[src/hw/rtl/calibrated_bang_bang_servo_macros.svh]
// Assertion macros shared by the servo modules.
`ifndef CALIBRATED_BANG_BANG_SERVO_MACROS_SVH
`define CALIBRATED_BANG_BANG_SERVO_MACROS_SVH

`ifndef NO_ASSERTIONS
`define CBBS_ASSERT_SAME(lbl, clk, rst, ante, cons) \
   lbl: assert property (@(posedge clk) disable iff (rst) (ante) |-> (cons)) \
      else $error("cbbs check failed");
`define CBBS_ASSERT_NEXT(lbl, clk, rst, ante, cons) \
   lbl: assert property (@(posedge clk) disable iff (rst) (ante) |=> (cons)) \
      else $error("cbbs check failed");
`else
`define CBBS_ASSERT_SAME(lbl, clk, rst, ante, cons)
`define CBBS_ASSERT_NEXT(lbl, clk, rst, ante, cons)
`endif

`endif

[src/hw/rtl/cbbs_pkg.sv]
package cbbs_pkg;

   localparam int DEF_POLY_TERMS = 21;
   localparam int DEF_ADC_BITS   = 12;
   localparam int COEF_COUNT     = 21;
   localparam int ACC_W          = 128;
   localparam int FRAC_W         = 108;
   localparam int CMD_W          = 14;
   localparam int CMD_FRAC_W     = 10;
   localparam int HALF_W         = ACC_W / 2;
   localparam int PLO_W          = HALF_W + CMD_W;
   localparam int PHI_W          = ACC_W + CMD_W - HALF_W;
   localparam int SHIFT_W        = ACC_W + CMD_W - CMD_FRAC_W;
   localparam int SUM_W          = SHIFT_W + 1;
   localparam int TERM_IDX_W     = 5;
   localparam int WIDE_W         = 192;

   typedef enum logic [2:0] {
      OP_NONE,
      OP_CLEAR,
      OP_MUL_LO,
      OP_MUL_HI,
      OP_ADD,
      OP_SCALE,
      OP_ROUND
   } op_type;

   typedef enum logic [2:0] {
      ST_IDLE,
      ST_MUL_LO,
      ST_MUL_HI,
      ST_ADD,
      ST_SCALE,
      ST_ROUND,
      ST_DECIDE
   } state_type;

   typedef enum logic [1:0] {
      DIR_IDLE  = 2'd0,
      DIR_RIGHT = 2'd1,
      DIR_LEFT  = 2'd2
   } dir_type;

   typedef struct packed {
      op_type                  op;
      logic [TERM_IDX_W-1:0]   term;
      logic                    ready;
      logic                    finish;
   } cbbs_ctl_type;

   // Each coefficient is mantissa * 10^-exponent, with a sign flag.
   localparam logic [63:0] COEF_MANT [COEF_COUNT] = '{
      64'd10940883381103002, 64'd33836477185904892, 64'd86168336840589527,
      64'd72898864709400185, 64'd65634869157701475, 64'd43041284300853841,
      64'd27865035485863790, 64'd84485921561660623, 64'd12295215776175377,
      64'd36304431194088678, 64'd11407813908880530, 64'd69455207057115884,
      64'd15831820248467315, 64'd24464645786585510, 64'd12748257280927221,
      64'd64620006332451161, 64'd28653037259852716, 64'd33937637701018807,
      64'd14775025027190523, 64'd82774635566028758, 64'd16178431560148211
   };

   localparam int COEF_EXP [COEF_COUNT] = '{
      19, 18, 18, 18, 19, 18, 18, 19, 19, 21, 21,
      23, 23, 24, 25, 27, 27, 28, 29, 32, 32
   };

   localparam logic COEF_NEG [COEF_COUNT] = '{
      1'b0, 1'b0, 1'b1, 1'b0, 1'b0, 1'b1, 1'b0, 1'b1, 1'b0, 1'b1, 1'b1,
      1'b0, 1'b0, 1'b1, 1'b0, 1'b0, 1'b1, 1'b0, 1'b1, 1'b1, 1'b0
   };

   // Evaluated at elaboration only: rounds the magnitude of the decimal value
   // half up to a multiple of 2^-108.
   function automatic logic signed [ACC_W-1:0] coef_value(input int k);
      logic [WIDE_W-1:0] v;
      int                i;
      v = WIDE_W'(COEF_MANT[k]) << (FRAC_W + 1);
      for (i = 0; i < COEF_EXP[k]; i++) begin
         v = v / 192'd10;
      end
      v = (v + 192'd1) >> 1;
      if (COEF_NEG[k]) begin
         v = -v;
      end
      return v[ACC_W-1:0];
   endfunction

   localparam logic signed [ACC_W-1:0] COEF_TABLE [COEF_COUNT] = '{
      coef_value(0),  coef_value(1),  coef_value(2),  coef_value(3),
      coef_value(4),  coef_value(5),  coef_value(6),  coef_value(7),
      coef_value(8),  coef_value(9),  coef_value(10), coef_value(11),
      coef_value(12), coef_value(13), coef_value(14), coef_value(15),
      coef_value(16), coef_value(17), coef_value(18), coef_value(19),
      coef_value(20)
   };

endpackage

[src/hw/rtl/cbbs_ctrl.sv]
`include "calibrated_bang_bang_servo_macros.svh"

module cbbs_ctrl #(
   parameter int POLY_TERMS = cbbs_pkg::DEF_POLY_TERMS
) (
   input  logic                  clock,
   input  logic                  reset,
   input  logic                  req_valid,
   input  logic                  req_action,
   input  logic                  out_free,
   output cbbs_pkg::cbbs_ctl_type ctl
);
   import cbbs_pkg::*;

   localparam int TERM_W = (POLY_TERMS > 1) ? $clog2(POLY_TERMS) : 1;
   localparam logic [TERM_W-1:0] LAST_TERM = TERM_W'(POLY_TERMS - 1);

   state_type          state_ff, state_in;
   logic [TERM_W-1:0]  term_ff, term_in;
   logic               accept;

   assign accept = req_valid && (state_ff == ST_IDLE);

   always_ff @(posedge clock) begin
      if (reset) begin
         state_ff <= ST_IDLE;
         term_ff  <= '0;
      end else begin
         state_ff <= state_in;
         term_ff  <= term_in;
      end
   end

   // Next state and term counter.
   always_comb begin
      state_in = state_ff;
      term_in  = term_ff;
      case (state_ff)
         ST_IDLE: begin
            term_in = LAST_TERM;
            if (accept) begin
               state_in = req_action ? ST_DECIDE : ST_MUL_LO;
            end
         end
         ST_MUL_LO: state_in = ST_MUL_HI;
         ST_MUL_HI: state_in = ST_ADD;
         ST_ADD: begin
            if (term_ff == '0) begin
               state_in = ST_SCALE;
            end else begin
               term_in  = term_ff - 1'b1;
               state_in = ST_MUL_LO;
            end
         end
         ST_SCALE:  state_in = ST_ROUND;
         ST_ROUND:  state_in = ST_DECIDE;
         ST_DECIDE: begin
            if (out_free) begin
               state_in = ST_IDLE;
            end
         end
         default:   state_in = ST_IDLE;
      endcase
   end

   // Datapath controls.
   always_comb begin
      ctl.op     = OP_NONE;
      ctl.term   = TERM_IDX_W'(term_ff);
      ctl.ready  = (state_ff == ST_IDLE);
      ctl.finish = 1'b0;
      case (state_ff)
         ST_IDLE:   ctl.op = accept ? OP_CLEAR : OP_NONE;
         ST_MUL_LO: ctl.op = OP_MUL_LO;
         ST_MUL_HI: ctl.op = OP_MUL_HI;
         ST_ADD:    ctl.op = OP_ADD;
         ST_SCALE:  ctl.op = OP_SCALE;
         ST_ROUND:  ctl.op = OP_ROUND;
         ST_DECIDE: ctl.finish = out_free;
         default:   ctl.op = OP_NONE;
      endcase
   end

   `CBBS_ASSERT_NEXT(a_mul_pair, clock, reset, state_ff == ST_MUL_LO, state_ff == ST_MUL_HI)
   `CBBS_ASSERT_NEXT(a_last_term, clock, reset, state_ff == ST_ADD && term_ff == '0,
                     state_ff == ST_SCALE)
   `CBBS_ASSERT_NEXT(a_term_step, clock, reset, state_ff == ST_ADD && term_ff != '0,
                     state_ff == ST_MUL_LO && term_ff + 1'b1 == $past(term_ff))

endmodule

[config.mk]
export PLATFORM = sky130hd
export DESIGN_NAME = cbbs_ctrl
export DESIGN_NICKNAME = d
export VERILOG_FILES = /design/src/hw/rtl/cbbs_pkg.sv /design/src/hw/rtl/cbbs_ctrl.sv
export VERILOG_INCLUDE_DIRS = /design/src /design/src/hw/rtl
export SDC_FILE = /design/constraint.sdc
export NUM_CORES = 1
export LEC_CHECK = 0
export BUFFER_PORTS_ARGS = -buffer_cell sky130_fd_sc_hd__buf_2
export CAP_MARGIN = 20
export CORE_AREA = 2 2 39 41
export CTS_BUF_LIST = sky130_fd_sc_hd__clkbuf_16
export DETAILED_ROUTE_END_ITERATION = 7
export DIE_AREA = 0 0 41 43
export PLACE_DENSITY_LB_ADDON = 0.08
export SETUP_SLACK_MARGIN = 0.5
export SLEW_MARGIN = 20
export SYNTH_ARGS = -nofsm -noshare
export SYNTH_HDL_FRONTEND = slang
export SYNTH_SLANG_ARGS = --single-unit
[constraint.sdc]
create_clock -name clock -period 1.5 [get_ports clock]
set_input_delay 0.45 -clock clock [delete_from_list [all_inputs] [get_ports clock]]
set_output_delay 0.45 -clock clock [all_outputs]
set_load 0.02 [all_outputs]
* Word-level counts from Yosys, hierarchy flattened
Cells that the tools add are included.
** Storage, ports and cells
- Output and inout port bits :: 10
- Bits of input ports :: 5
- Word-level logic and storage cells :: 28
- Flip-flop bits (word level) :: 8
** Operators by class
- $add $sub $neg :: 1
- Multiplexer cells :: 10
- Equality and inequality tests :: 9
- Reductions and logical operators :: 6
** Operators with widths (number)
- one-hot mux 3 bit (7 select lines) :: 1
- one-hot mux 3 bit (6 select lines) :: 1
- two-way mux 3 bit :: 4
- one-hot mux 5 bit (2 select lines) :: 1
- == test 3 bit, second input constant :: 3
- == test 3 x 2 -> 1 bit, second input constant :: 2
- zero test 5 bit :: 1
- two-way mux 5 bit :: 1
- subtractor 5 x 1 -> 5 bit, second input constant :: 1
- inequality test 2 bit, second input constant :: 2
- AND reduction 2 bit :: 2
- == test 3 x 1 -> 1 bit, second input constant :: 1
- zero test 3 bit :: 1
- two-way mux 1 bit :: 2
- inequality test 2 x 1 -> 1 bit, second input constant :: 1
- nonzero test 2 bit :: 1
- logical AND 1 bit :: 1

* Longest topological paths before layout
- Depth after elaboration :: 4
- Depth in mapped cells :: 6
- Gate-level depth less buffers :: 6

* Worst setup path before layout
Ideal clock, no wire load.
- Kind :: flip-flop to output port
- Start :: register state_ff[1]
- End :: output port ctl[7] (netlist name)
- Data required time :: 1.050 ns
- Setup slack :: -0.035 ns
- Arrival time :: 1.085 ns
- Buffers on the path :: 1
- Cell stages (with the launch flop) :: 4
- Cell sequence :: dfxtp_1 buf_2 and2_1 nor3_1
** RTL lines
- start, declared :: line cbbs_ctrl.sv:18 : state_type state_ff, state_in;
- start signal, assigned :: line cbbs_ctrl.sv:29 : state_ff <= state_in;
- end, declared :: line cbbs_ctrl.sv:11 : output cbbs_pkg::cbbs_ctl_type ctl

==> metrics.txt <==
# TYPE chip_impl_metric gauge
chip_impl_info{name="cp_cell_sequence",value="or3_4, inv_4, buf_6"} 1
chip_impl_metric{name="critical_path_arrival",unit="ns"} 1.16
chip_impl_metric{name="height_of_the_die",unit="um"} 43
chip_impl_metric{name="gp_congestion",unit=""} 0.672
chip_impl_metric{name="synth_cells",unit=""} 59
chip_impl_metric{name="syn2layout_area_growth",unit="%"} 124
chip_impl_metric{name="critical_path.max_fanout",unit=""} 6
chip_impl_metric{name="grt_pass1_vias",unit=""} 574
chip_impl_metric{name="drc",unit=""} 0
chip_impl_metric{name="global_route.usage.total",unit="%"} 22.7
chip_impl_metric{name="clock.fmax",unit="GHz"} 0.622
chip_impl_metric{name="final_net_count",unit=""} 103
chip_impl_metric{name="period_minus_slack",unit="ns"} 1.61
chip_impl_metric{name="mappedNetlistArea",unit="sq um"} 479
chip_impl_metric{name="syn_avg_cell_area",unit="sq um"} 8.12
chip_impl_info{name="failing_checks",value="setup timing"} 1
chip_impl_metric{name="fin_setup_tns",unit="ns"} -0.216
chip_impl_metric{name="ioPinCount",unit=""} 15
chip_impl_metric{name="drv.max_cap_violation_count",unit=""} 0
chip_impl_metric{name="grt_start_max_net_pins",unit=""} 9
chip_impl_metric{name="timing.final.ws_setup",unit="ns"} -0.109
chip_impl_metric{name="wire_length_of_the_first_global_routing_pass",unit="mm"} 2.59
chip_impl_metric{name="numCtsBuffers",unit=""} 3
chip_impl_info{name="layout_common_cells",value="sky130_fd_sc_hd__buf_6, sky130_fd_sc_hd__buf_4, sky130_fd_sc_hd__dfxtp_4"} 1
chip_impl_metric{name="core",unit="sq um"} 1380
chip_impl_metric{name="globalRouteOverflowTotal",unit=""} 0
chip_impl_metric{name="clock_sink_count",unit=""} 8
chip_impl_metric{name="fp-row-count",unit=""} 14
chip_impl_metric{name="start_util",unit="%"} 34.6
chip_impl_metric{name="worst_ep_required_time",unit="ns"} 1.05
chip_impl_info{name="crit_slowest_cell",value="sky130_fd_sc_hd__or3_4"} 1
chip_impl_metric{name="yosys_warnings",unit=""} 0
chip_impl_metric{name="detailed_place_hpwl",unit="um"} 876
chip_impl_metric{name="synth.ff_latch_count",unit=""} 8
chip_impl_metric{name="cts_max_level",unit=""} 1
chip_impl_metric{name="num_vias",unit=""} 584
chip_impl_metric{name="max_slew_margin",unit="%"} 86.2
chip_impl_metric{name="final_hold_violations",unit=""} 0
chip_impl_info{name="grt_setup_unrepaired",value="yes"} 1
chip_impl_metric{name="tightestPinTransition",unit="ns"} 0.206
chip_impl_metric{name="yosys.cell_types.count",unit=""} 27
chip_impl_metric{name="dr.pass1.iters",unit=""} 4
chip_impl_metric{name="period_share",unit="%"} 107
chip_impl_metric{name="power_leakage",unit="nW"} 0.461
chip_impl_info{name="tritoncts_clock_tree",value="built"} 1
chip_impl_metric{name="vias_per_instance",unit=""} 5.21
chip_impl_metric{name="vdd.ir_drop.worst",unit="mV"} 0.773
chip_impl_metric{name="dieArea",unit="sq um"} 1760
chip_impl_info{name="most_common_library_cell_in_the_layout_ignoring_fill_and_taps",value="sky130_fd_sc_hd__buf_6"} 1
chip_impl_info{name="worst_hold_path_type",value="in -> reg"} 1
chip_impl_metric{name="drt-total-wl",unit="mm"} 1.65
chip_impl_metric{name="powerDensity",unit="nW/um^2"} 1480
chip_impl_metric{name="clk_path_buf_depth",unit=""} 2
chip_impl_metric{name="antenna_violations_before_repair",unit=""} 0
chip_impl_metric{name="post_drt_wl_per_cell",unit="um"} 14.7
chip_impl_metric{name="finalClockSkew",unit="ns"} 0.00631
chip_impl_metric{name="diodes",unit=""} 0
chip_impl_info{name="status",value="complete, but fails checks"} 1
chip_impl_metric{name="holdWs",unit="ns"} 0.502
chip_impl_metric{name="worst_path_largest_cell_delay",unit="ns"} 0.39
chip_impl_metric{name="synth_fp_nets",unit=""} 65
chip_impl_metric{name="post-place-cells",unit=""} 91
chip_impl_metric{name="chipWidth",unit="um"} 41
chip_impl_metric{name="register_clock_pin_slew_on_the_reported_worst_setup_and_hold_paths",unit="ns"} 0.04
chip_impl_metric{name="cts.hold.buffers_added",unit=""} 0
chip_impl_info{name="critical_path_class",value="reg -> out"} 1
chip_impl_metric{name="io_buffers",unit=""} 14
chip_impl_metric{name="drive_above_1_share",unit="%"} 77.1
chip_impl_info{name="cts_root_buf",value="sky130_fd_sc_hd__clkbuf_16"} 1
chip_impl_metric{name="final-setup-viol-count",unit=""} 5
chip_impl_metric{name="detailedRoute.firstIterationViolations",unit=""} 14
chip_impl_metric{name="ys_seq_area_share",unit="%"} 33.4
chip_impl_info{name="start_kind",value="flop"} 1
chip_impl_info{name="setup.worst_path.end_class",value="output port"} 1
chip_impl_metric{name="final_max_slew_viols",unit=""} 0
chip_impl_metric{name="final_antenna_net_count",unit=""} 0
chip_impl_metric{name="clock_latency_at_the_later_pin_of_the_worst_skew_pair",unit="ns"} 0.23
chip_impl_metric{name="stdcell_count",unit=""} 112
## metal layers
| layer | up-vias | track usage [%] | wire [um] |
|---|---|---|---|
| met5 | - | 0 | 0 |
| met4 | 0 | 12.0 | 42 |
| met2 | 15 | 39.7 | 944 |
| met1 | 280 | 23.1 | 622 |
| li1 | 284 | - | - |
| met3 | 5 | 4.71 | 36 |
## registers in the layout, indices dropped and copies added (netlist names)
name / flops
state_ff: 3
term_ff: 5
## through the flow
step	area [sq um]	util, %	power [mW]	worst slack (ns)
after detailed placement	668	48.3	0.789	0.0658
after global routing	1070	77.6	1.67	-0.128
after floorplan	567	-	0.670	0.182
after CTS	1020	73.5	1.52	-0.132
final	1070	77.6	1.59	-0.109
after global placement	668	48.3	0.793	0.0506
## final timing paths
check | slack, ns | depth (start not counted) | start | endpoint
hold / removal | 0.50 | 2 | reset | term_ff[0]
setup reg to reg | 0.10 | 7 | term_ff[0] | term_ff[1]
hold reg to reg | 0.57 | 2 | term_ff[4] | term_ff[4]
setup / recovery | -0.11 | 3 | state_ff[1] | ctl[1]
## where the power goes
| group | switching (mW) | internal [mW] |
|---|---|---|
| Combinational | 0.367 | 0.448 |
| Sequential | 0.0555 | 0.261 |
| Clock | 0.110 | 0.348 |
## Yosys cell counts
| cell | n | share of area, % |
|---|---|---|
| sky130_fd_sc_hd__a31oi_1 | 1 | 1.3 |
| sky130_fd_sc_hd__dfxtp_1 | 8 | 33 |
| sky130_fd_sc_hd__o22ai_1 | 1 | 1.3 |
| sky130_fd_sc_hd__nand4b_1 | 1 | 1.8 |
| sky130_fd_sc_hd__mux2_2 | 2 | 4.7 |
| sky130_fd_sc_hd__and3_1 | 2 | 2.6 |
| sky130_fd_sc_hd__or3_1 | 2 | 2.6 |
| sky130_fd_sc_hd__nor2_1 | 5 | 3.9 |
| sky130_fd_sc_hd__a211oi_1 | 2 | 3.1 |
| sky130_fd_sc_hd__o21ai_0 | 2 | 2.1 |
| sky130_fd_sc_hd__nand2b_1 | 1 | 1.3 |
| sky130_fd_sc_hd__nor2_2 | 1 | 1.3 |
| sky130_fd_sc_hd__nand2_1 | 3 | 2.3 |
| sky130_fd_sc_hd__a32o_1 | 1 | 2.1 |
| sky130_fd_sc_hd__xnor2_1 | 1 | 1.8 |
| sky130_fd_sc_hd__nand3b_1 | 1 | 1.6 |
| sky130_fd_sc_hd__a21o_1 | 1 | 1.6 |
| sky130_fd_sc_hd__nor4b_4 | 1 | 5.0 |
| sky130_fd_sc_hd__clkbuf_1 | 1 | 0.78 |
| sky130_fd_sc_hd__nor3_1 | 6 | 6.3 |
| sky130_fd_sc_hd__and2_1 | 1 | 1.3 |
| sky130_fd_sc_hd__a21oi_1 | 5 | 5.2 |
| sky130_fd_sc_hd__ha_1 | 1 | 2.6 |
| sky130_fd_sc_hd__buf_2 | 1 | 1.0 |
| sky130_fd_sc_hd__buf_6 | 1 | 2.3 |
| sky130_fd_sc_hd__a211o_1 | 1 | 1.8 |
| sky130_fd_sc_hd__inv_1 | 6 | 4.7 |
## cells by family (layout without fill, tap and decap cells)
group                    Yosys count  in the layout  share of synthesized area [%]
buffers and inverters              9             46                           8.88
multiplexers                       2              2                           4.70
XOR/XNOR                           1              1                           1.83
adder cells (fa/ha/maj)            1              1                           2.61
AND/OR/NAND/NOR                   24             24                           30.0
AO/OA/AOI/OAI                     14             14                           18.5
flip-flops                         8              8                           33.4
## critical path, delay by kind of cell, from the launching register on
kind                   cells  cell delay (ns)
AND/OR/NAND/NOR            1             0.39
buffers and inverters      2             0.18
flip-flops                 1             0.36
## what timing repair did
action	CTS	global route
gates cloned	0	0
gates resized for setup	50	9
pin swaps	12	5
buffers inserted	14	3
endpoints found under the setup margin	18	18
## area by class of cell
type	instances	area [sq um]
clock buffers	3	75.1
inverters	6	35.0
fillers	95	310
repair buffers	36	339
multi-input cells	42	410
flip-flops and latches	8	190
well taps	16	20.0
clock inverters	1	3.75
(Power assumes the default switching activity.)
